<file path="config.mk">
export PLATFORM = sky130hd
export DESIGN_NAME = bounded_list_insert_delete_dump
export DESIGN_NICKNAME = d
export VERILOG_FILES = /design/src/design/blid_pkg.sv /design/src/design/bounded_list_insert_delete_dump.sv /design/src/design/blid_cell.sv
export SDC_FILE = /design/constraint.sdc
export NUM_CORES = 2
export LEC_CHECK = 0
export BUFFER_PORTS_ARGS = -buffer_cell sky130_fd_sc_hd__buf_4
export CORE_MARGIN = 2
export CORE_UTILIZATION = 38
export DETAILED_ROUTE_END_ITERATION = 10
export GPL_TIMING_DRIVEN = 0
export PLACE_DENSITY = 0.51
export SYNTH_ARGS = -nofsm -noshare
export SYNTH_HDL_FRONTEND = slang
export SYNTH_SLANG_ARGS = --single-unit
export TNS_END_PERCENT = 5
</file>
<file path="constraint.sdc">
create_clock -name clock -period 5.7 [get_ports clock]
set_input_delay 0 -clock clock [delete_from_list [all_inputs] [get_ports clock]]
set_output_delay 0 -clock clock [all_outputs]
set_load 0.02 [all_outputs]
</file>
<file path="src/design/blid_pkg.sv">
package blid_pkg;

   // Count/index width carried in the cell command; covers a list of up to 127 entries
   localparam int CNT_W = 7;

   // Request kinds
   localparam logic [1:0] KIND_FRONT  = 2'd0;
   localparam logic [1:0] KIND_BACK   = 2'd1;
   localparam logic [1:0] KIND_DELETE = 2'd2;

   typedef struct packed {
      logic [1:0]         kind;
      logic signed [31:0] value;
      logic [15:0]        position;
   } req_type;

   typedef struct packed {
      logic signed [31:0] element;
      logic               is_last;
      logic               list_empty;
      logic               insert_dropped;
   } rsp_type;

   // Operation broadcast to every cell of the chain
   typedef enum logic [2:0] {
      CMD_HOLD,
      CMD_FRONT,
      CMD_BACK,
      CMD_DELETE,
      CMD_ROTATE
   } cmd_mode_type;

   typedef struct packed {
      cmd_mode_type       mode;
      logic signed [31:0] value;
      logic [CNT_W-1:0]   pos;
      logic [CNT_W-1:0]   count;
   } cmd_type;

endpackage

</file>
<file path="src/design/bounded_list_insert_delete_dump.sv">
// Each accepted request moves the control to the dump state, which registers its results:
// max(N,1) results, N being the entry count after the request, one dumped entry per
// cycle while the cell chain rotates the list past its head.
// A stalled result holds the dump; the next request is taken once the dump is over.
// Reset clears the entry count and the control state; cell contents stay undefined
// and are never shown before they are written.
module bounded_list_insert_delete_dump #(
   parameter int CAPACITY = 32
) (
   input  logic              clock,
   input  logic              reset,
   input  logic              req_valid,
   output logic              req_stall,
   input  blid_pkg::req_type req_data,
   output logic              rsp_valid,
   input  logic              rsp_stall,
   output blid_pkg::rsp_type rsp_data
);
   import blid_pkg::*;

   localparam int CW = $clog2(CAPACITY + 1);

   typedef enum logic {
      ST_IDLE,
      ST_DUMP
   } state_type;

   state_type          state_ff, state_in;
   logic [CW-1:0]      count_ff, count_in;
   logic [CW-1:0]      rem_ff, rem_in;
   logic               dropped_ff, dropped_in;
   logic               rsp_valid_ff, rsp_valid_in;
   rsp_type            rsp_data_ff, rsp_data_in;

   logic               req_xfer;
   logic               slot_free;
   logic               pos_ok;
   logic               full;
   cmd_type            cmd;
   logic signed [31:0] cell_data [CAPACITY];

   assign req_stall = (state_ff != ST_IDLE);
   assign req_xfer  = req_valid && !req_stall;
   assign slot_free = !rsp_valid_ff || !rsp_stall;
   assign full      = (count_ff == CW'(CAPACITY));
   assign pos_ok    = (req_data.position < 16'(count_ff));

   // command to the chain and control next state
   always_comb begin
      state_in     = state_ff;
      count_in     = count_ff;
      rem_in       = rem_ff;
      dropped_in   = dropped_ff;
      rsp_valid_in = rsp_valid_ff && rsp_stall;
      rsp_data_in  = rsp_data_ff;
      cmd.mode     = CMD_HOLD;
      cmd.value    = req_data.value;
      cmd.pos      = CNT_W'(req_data.position);
      cmd.count    = CNT_W'(count_ff);
      unique case (state_ff)
         ST_IDLE: begin
            if (req_xfer) begin
               dropped_in = 1'b0;
               case (req_data.kind)
                  KIND_FRONT, KIND_BACK: begin
                     if (full) begin
                        dropped_in = 1'b1;
                     end else begin
                        cmd.mode = (req_data.kind == KIND_FRONT) ? CMD_FRONT : CMD_BACK;
                        count_in = count_ff + 1'b1;
                     end
                  end
                  KIND_DELETE: begin
                     if (pos_ok) begin
                        cmd.mode = CMD_DELETE;
                        count_in = count_ff - 1'b1;
                     end
                  end
                  default: cmd.mode = CMD_HOLD;
               endcase
               rem_in   = count_in;
               state_in = ST_DUMP;
            end
         end
         ST_DUMP: begin
            if (slot_free) begin
               rsp_valid_in               = 1'b1;
               rsp_data_in.element        = (count_ff == '0) ? '0 : cell_data[0];
               rsp_data_in.is_last        = (rem_ff <= CW'(1));
               rsp_data_in.list_empty     = (count_ff == '0);
               rsp_data_in.insert_dropped = dropped_ff;
               if (count_ff != '0) begin
                  cmd.mode = CMD_ROTATE;
                  rem_in   = rem_ff - 1'b1;
               end
               if (rem_ff <= CW'(1)) begin
                  state_in = ST_IDLE;
               end
            end
         end
         default: state_in = ST_IDLE;
      endcase
   end

   // state and registered outputs
   always_ff @(posedge clock) begin
      if (reset) begin
         state_ff     <= ST_IDLE;
         count_ff     <= '0;
         rem_ff       <= '0;
         dropped_ff   <= 1'b0;
         rsp_valid_ff <= 1'b0;
      end else begin
         state_ff     <= state_in;
         count_ff     <= count_in;
         rem_ff       <= rem_in;
         dropped_ff   <= dropped_in;
         rsp_valid_ff <= rsp_valid_in;
      end
      rsp_data_ff <= rsp_data_in;
   end

   assign rsp_valid = rsp_valid_ff;
   assign rsp_data  = rsp_data_ff;

   // chain of entry cells, front at cell 0
   for (genvar i = 0; i < CAPACITY; i++) begin : g_cell
      logic signed [31:0] left_d;
      logic signed [31:0] right_d;
      if (i == 0) begin : g_left_edge
         assign left_d = req_data.value;
      end else begin : g_left
         assign left_d = cell_data[i-1];
      end
      if (i == CAPACITY - 1) begin : g_right_edge
         assign right_d = cell_data[0];
      end else begin : g_right
         assign right_d = cell_data[i+1];
      end
      blid_cell #(.IDX(i)) u_cell (
         .clock      (clock),
         .cmd        (cmd),
         .left_data  (left_d),
         .right_data (right_d),
         .first_data (cell_data[0]),
         .data       (cell_data[i])
      );
   end

`ifndef ASSERT_OFF
   a_count_bound: assert property (@(posedge clock) disable iff (reset)
      count_ff <= CW'(CAPACITY))
      else $error("entry count above capacity");

   a_req_to_dump: assert property (@(posedge clock) disable iff (reset)
      req_xfer |=> state_ff == ST_DUMP)
      else $error("request transfer did not start a dump");

   a_rem_bound: assert property (@(posedge clock) disable iff (reset)
      state_ff == ST_DUMP |-> rem_ff <= count_ff)
      else $error("dump counter beyond entry count");

   a_empty_last: assert property (@(posedge clock) disable iff (reset)
      rsp_valid_ff && rsp_data_ff.list_empty |-> rsp_data_ff.is_last)
      else $error("empty result not marked last");
`endif

endmodule

</file>
<file path="src/design/blid_cell.sv">
module blid_cell #(
   parameter int IDX = 0
) (
   input  logic                    clock,
   input  blid_pkg::cmd_type       cmd,
   input  logic signed [31:0]      left_data,
   input  logic signed [31:0]      right_data,
   input  logic signed [31:0]      first_data,
   output logic signed [31:0]      data
);
   import blid_pkg::*;

   localparam logic [CNT_W-1:0] MY_IDX  = CNT_W'(IDX);
   localparam logic [CNT_W-1:0] MY_NEXT = CNT_W'(IDX + 1);

   logic signed [31:0] data_ff;
   logic signed [31:0] data_in;

   // next value chosen from the broadcast command and the neighbors
   always_comb begin
      data_in = data_ff;
      unique case (cmd.mode)
         CMD_HOLD:   data_in = data_ff;
         CMD_FRONT:  data_in = (MY_IDX == '0) ? cmd.value : left_data;
         CMD_BACK:   data_in = (MY_IDX == cmd.count) ? cmd.value : data_ff;
         CMD_DELETE: data_in = (MY_IDX >= cmd.pos) ? right_data : data_ff;
         CMD_ROTATE: data_in = (MY_NEXT == cmd.count) ? first_data : right_data;
         default:    data_in = data_ff;
      endcase
   end

   always_ff @(posedge clock) begin
      data_ff <= data_in;
   end

   assign data = data_ff;

endmodule
</file>
==> metrics.md <==
| Metric | Value |
|---|---|
| FP Rows | 147 |
| Fin. Hold Viols | 0 |
| Global route overflow | 0 |
| WP data required | between 6000 and 7000 ps |
| Critical path's slowest cell | buf_2 |
| CP max stage delay | slightly above 600 ps |
| Skew final | approximately 25 ps |
| Critical path class | reg2reg |
| GR Layer Usage met2 | between 50 and 60% |
| Initial antenna violation count | 28 |
| Detail Route Antenna Nets | 0 |
| 1st-iter DRT viols | approximately 11k |
| Vias/cell | approximately 7.4 |
| Max-cap viol count | 13 |
| Critical path arrival | around 6000 ps |
| Cell variety after synth | 52 |
| Final Power | 23.1 mW |
| # DRC | 0 |
| Slew Limit Headroom | -10.8% |
| Status | finished with violations |
| Starting Density | around two fifths |
| Avg WL per Cell | 48.3 um |
| Layout cells sized above 1 | 13.5% |
| Avg Synthesized Cell Area | 12.4 um2 |
| CP Capture Type | flip-flop |
| Vias in the first global route | 50.1k |
| Register area share after synthesis | 52.3% |
| Area of the mapped netlist | 0.0614 mm2 |
| Max-slew violations | 111 |
| Fin crit share | 96.0% |
| Most used cell, CP | buf_2 |
| Pleak | 30.4 nW |
| GRT Total Usage | 43.5% |
| Worst Hold Class | in2reg |
| Min Tclk post-route | 5470 ps |
| Failing checks | max-capacitance violations, max-slew violations |
| Cell count after synthesis | 4959 |
| #FFs+latches synth | 1074 |
| EDFF count, synth | 1059 |
| Storage cell area | 0.0321 mm2 |
| Yosys warning count | 0 |
| Peak VDD IR | 0.295 mV |
| Fill count | between 10k and 15k |
| DP HPWL | roughly 280 mm |
| Top-Level Pins | just over 90 |
| CP max FO | 13 |
| Layer with the highest usage | met2 |
| Syn_nets | 5024 |
| Die Wd | around 410 um |
| Power per cell area | between 300 and 400 mW/mm2 |
| Core region area | 0.160 mm2 |
| TritonCTS buffer count | about 140 |
| Relative area change from synthesis to final layout | 16.5% |
| Final WL | between 300 and 400 mm |
| Die Y | just over 400 um |
| Routability-driven placement congestion ratio | 1.03 |
| F_max | 183 MHz |
| Setup violations, final | 0 |
| Setup TNS Final | 0 ps |
| Maximum clock path buffer count | 3 |
| Nets | 5398 |
| CTS tree | built |
| H-tree levels | 4 |
| Ys flop type | edfxtp_1 |
| Port-buffer cells | 88 |
| Latest clock arrival within the worst-skew pair | between 800 and 900 ps |
| Pin count of the biggest net entering global routing | 29 |
| Met3 global-route usage | 22.3% |
| Length of the first detailed-routing pass in iterations | 7 |
| Worst-Margin Slew | 1660 ps |
| Clock root buffer | clkbuf_16 |
| Die area | 0.165 mm2 |
| Worst setup SP type | flip-flop |
| Worst path cell trace | buf_2, inv_1, ha_1, a211oi_1, o21ai_1, a211oi_1, and2_1, buf_2, buf_4, buf_2, buf_2, a221oi_4, buf_8, buf_8, buf_8 |
| Met1 Track Usage GR | a little under three fifths |
| Gates resized, CTS repair | 0 |
| Clk sinks | 1074 |
| Asr flop ratio synth | 0% |
| Routed via count | 56.7k |
| CTS clk-pin slew, worst paths | 60 ps |
| First-pass GRT wire length | 477 mm |
| Multi-input gate area | about 0.027 mm2 |
| RSZ-0062 raised after global routing | no |
## routing by layer
metal / vias to the layer above / share of wire, %
met1: 28900 / 37
met3: 1020 / 17
met4: 28 / 6.9
met5: - / 0.059
met2: 5256 / 39
li1: 21500 / -
## kinds of logic after synthesis
family          share of synthesized area [%]
compound gates                           24.9
mux                                      15.7
flops                                    52.3
xor+xnor                               0.0428
simple gates                             1.93
fa+ha+maj                               0.224
buf+inv                                  4.81
## power breakdown
part / leakage (nW) / switching (mW) / internal, mW
logic: 18.4 / 2.51 / 1.52
registers: 9.98 / 0.963 / 9.74
clock network: 1.97 / 3.82 / 4.59
## state kept, by name, summed over array words and instances, names as in the netlist
signal,flops
count_ff,6
req_stall,1
rem_ff,6
rsp_valid,1
g_cell.u_cell.data,1024
dropped_ff,1
rsp_data,35
## worst paths after layout
kind,startpoint,endpoint,slack (ps),cells after the start
setup reg to reg,count_ff[2],g_cell[30].u_cell.data[4],230,15
hold / removal,req_data[20],g_cell[0].u_cell.data[4],90,3
hold reg to reg,dropped_ff,rsp_data[0],440,0
setup / recovery,count_ff[2],g_cell[30].u_cell.data[4],230,15
## synth_stat cells (5+ instances only)
library cell | instances | area share (%)
a211oi_1 | 11 | 0.13
a21oi_1 | 19 | 0.15
a221o_1 | 992 | 16
a221oi_1 | 24 | 0.34
and2_1 | 36 | 0.37
and3_1 | 36 | 0.37
buf_1 | 52 | 0.32
buf_2 | 260 | 2.1
buf_4 | 27 | 0.33
buf_6 | 8 | 0.15
clkbuf_1 | 291 | 1.8
dfxtp_1 | 15 | 0.49
edfxtp_1 | 1059 | 52
ha_1 | 11 | 0.22
inv_1 | 13 | 0.080
mux2_2 | 32 | 0.59
mux2i_1 | 929 | 15
nand2_1 | 91 | 0.56
nand2b_1 | 5 | 0.051
nand3_1 | 9 | 0.073
nor2_1 | 32 | 0.20
nor2b_1 | 5 | 0.051
nor3_1 | 10 | 0.082
o21ai_0 | 940 | 7.7
o21bai_1 | 6 | 0.073
## final cells by class
class	count	area share [%]
sequential	1074	44.9
tap	2160	3.78
antenna	16	0.0560
clock inverter	59	0.418
timing repair buffer	235	3.91
clock buffer	188	5.24
buffer	642	4.08
inverter	13	0.0683
multi-input combinational	3230	37.5
## worst max-delay path: cells and delay by family, from the launching register on
kind	cells	cell delay, ps
buffers and inverters	9	2820
AOI/OAI and AO/OA	4	1300
DFF	1	490
adders and majority gates	1	300
and+or+nand+nor	1	220
## layout by cell type (no fill, tap or decap), types with 36 or more instances in the layout
cell	instances
clkbuf_16	143
nand2_1	91
buf_8	72
mux2i_1	929
buf_1	42
and2_1	36
dlygate4sd3_1	53
and3_1	36
o21ai_0	940
buf_4	115
edfxtp_1	1059
a221o_1	992
clkbuf_1	333
buf_2	268
## through the flow
| step | instances | setup WS, ps | hold slack (ps) | utilization [%] | instance area (um2) |
|---|---|---|---|---|---|
| 2_1_floorplan | 4959 | 542 | 220 | - | 61400 |
| 3_3_place_gp | 7207 | -5020 | 341 | 40.4 | 64700 |
| 3_5_place_dp | 7299 | 484 | 345 | 41.7 | 66800 |
| 4_1_cts | 7599 | 459 | 55.7 | 44.5 | 71400 |
| 5_1_grt | 7602 | 166 | 95.3 | 44.5 | 71400 |
| 6_report | 7617 | 230 | 85.2 | 44.6 | 71500 |
## what timing repair did
| action | 4_1_cts | 5_1_grt |
|---|---|---|
| endpoints found under the hold margin | 406 | 0 |
| hold buffers | 53 | 0 |
| buffers inserted | 0 | 0 |
(Power assumes the default switching activity.)
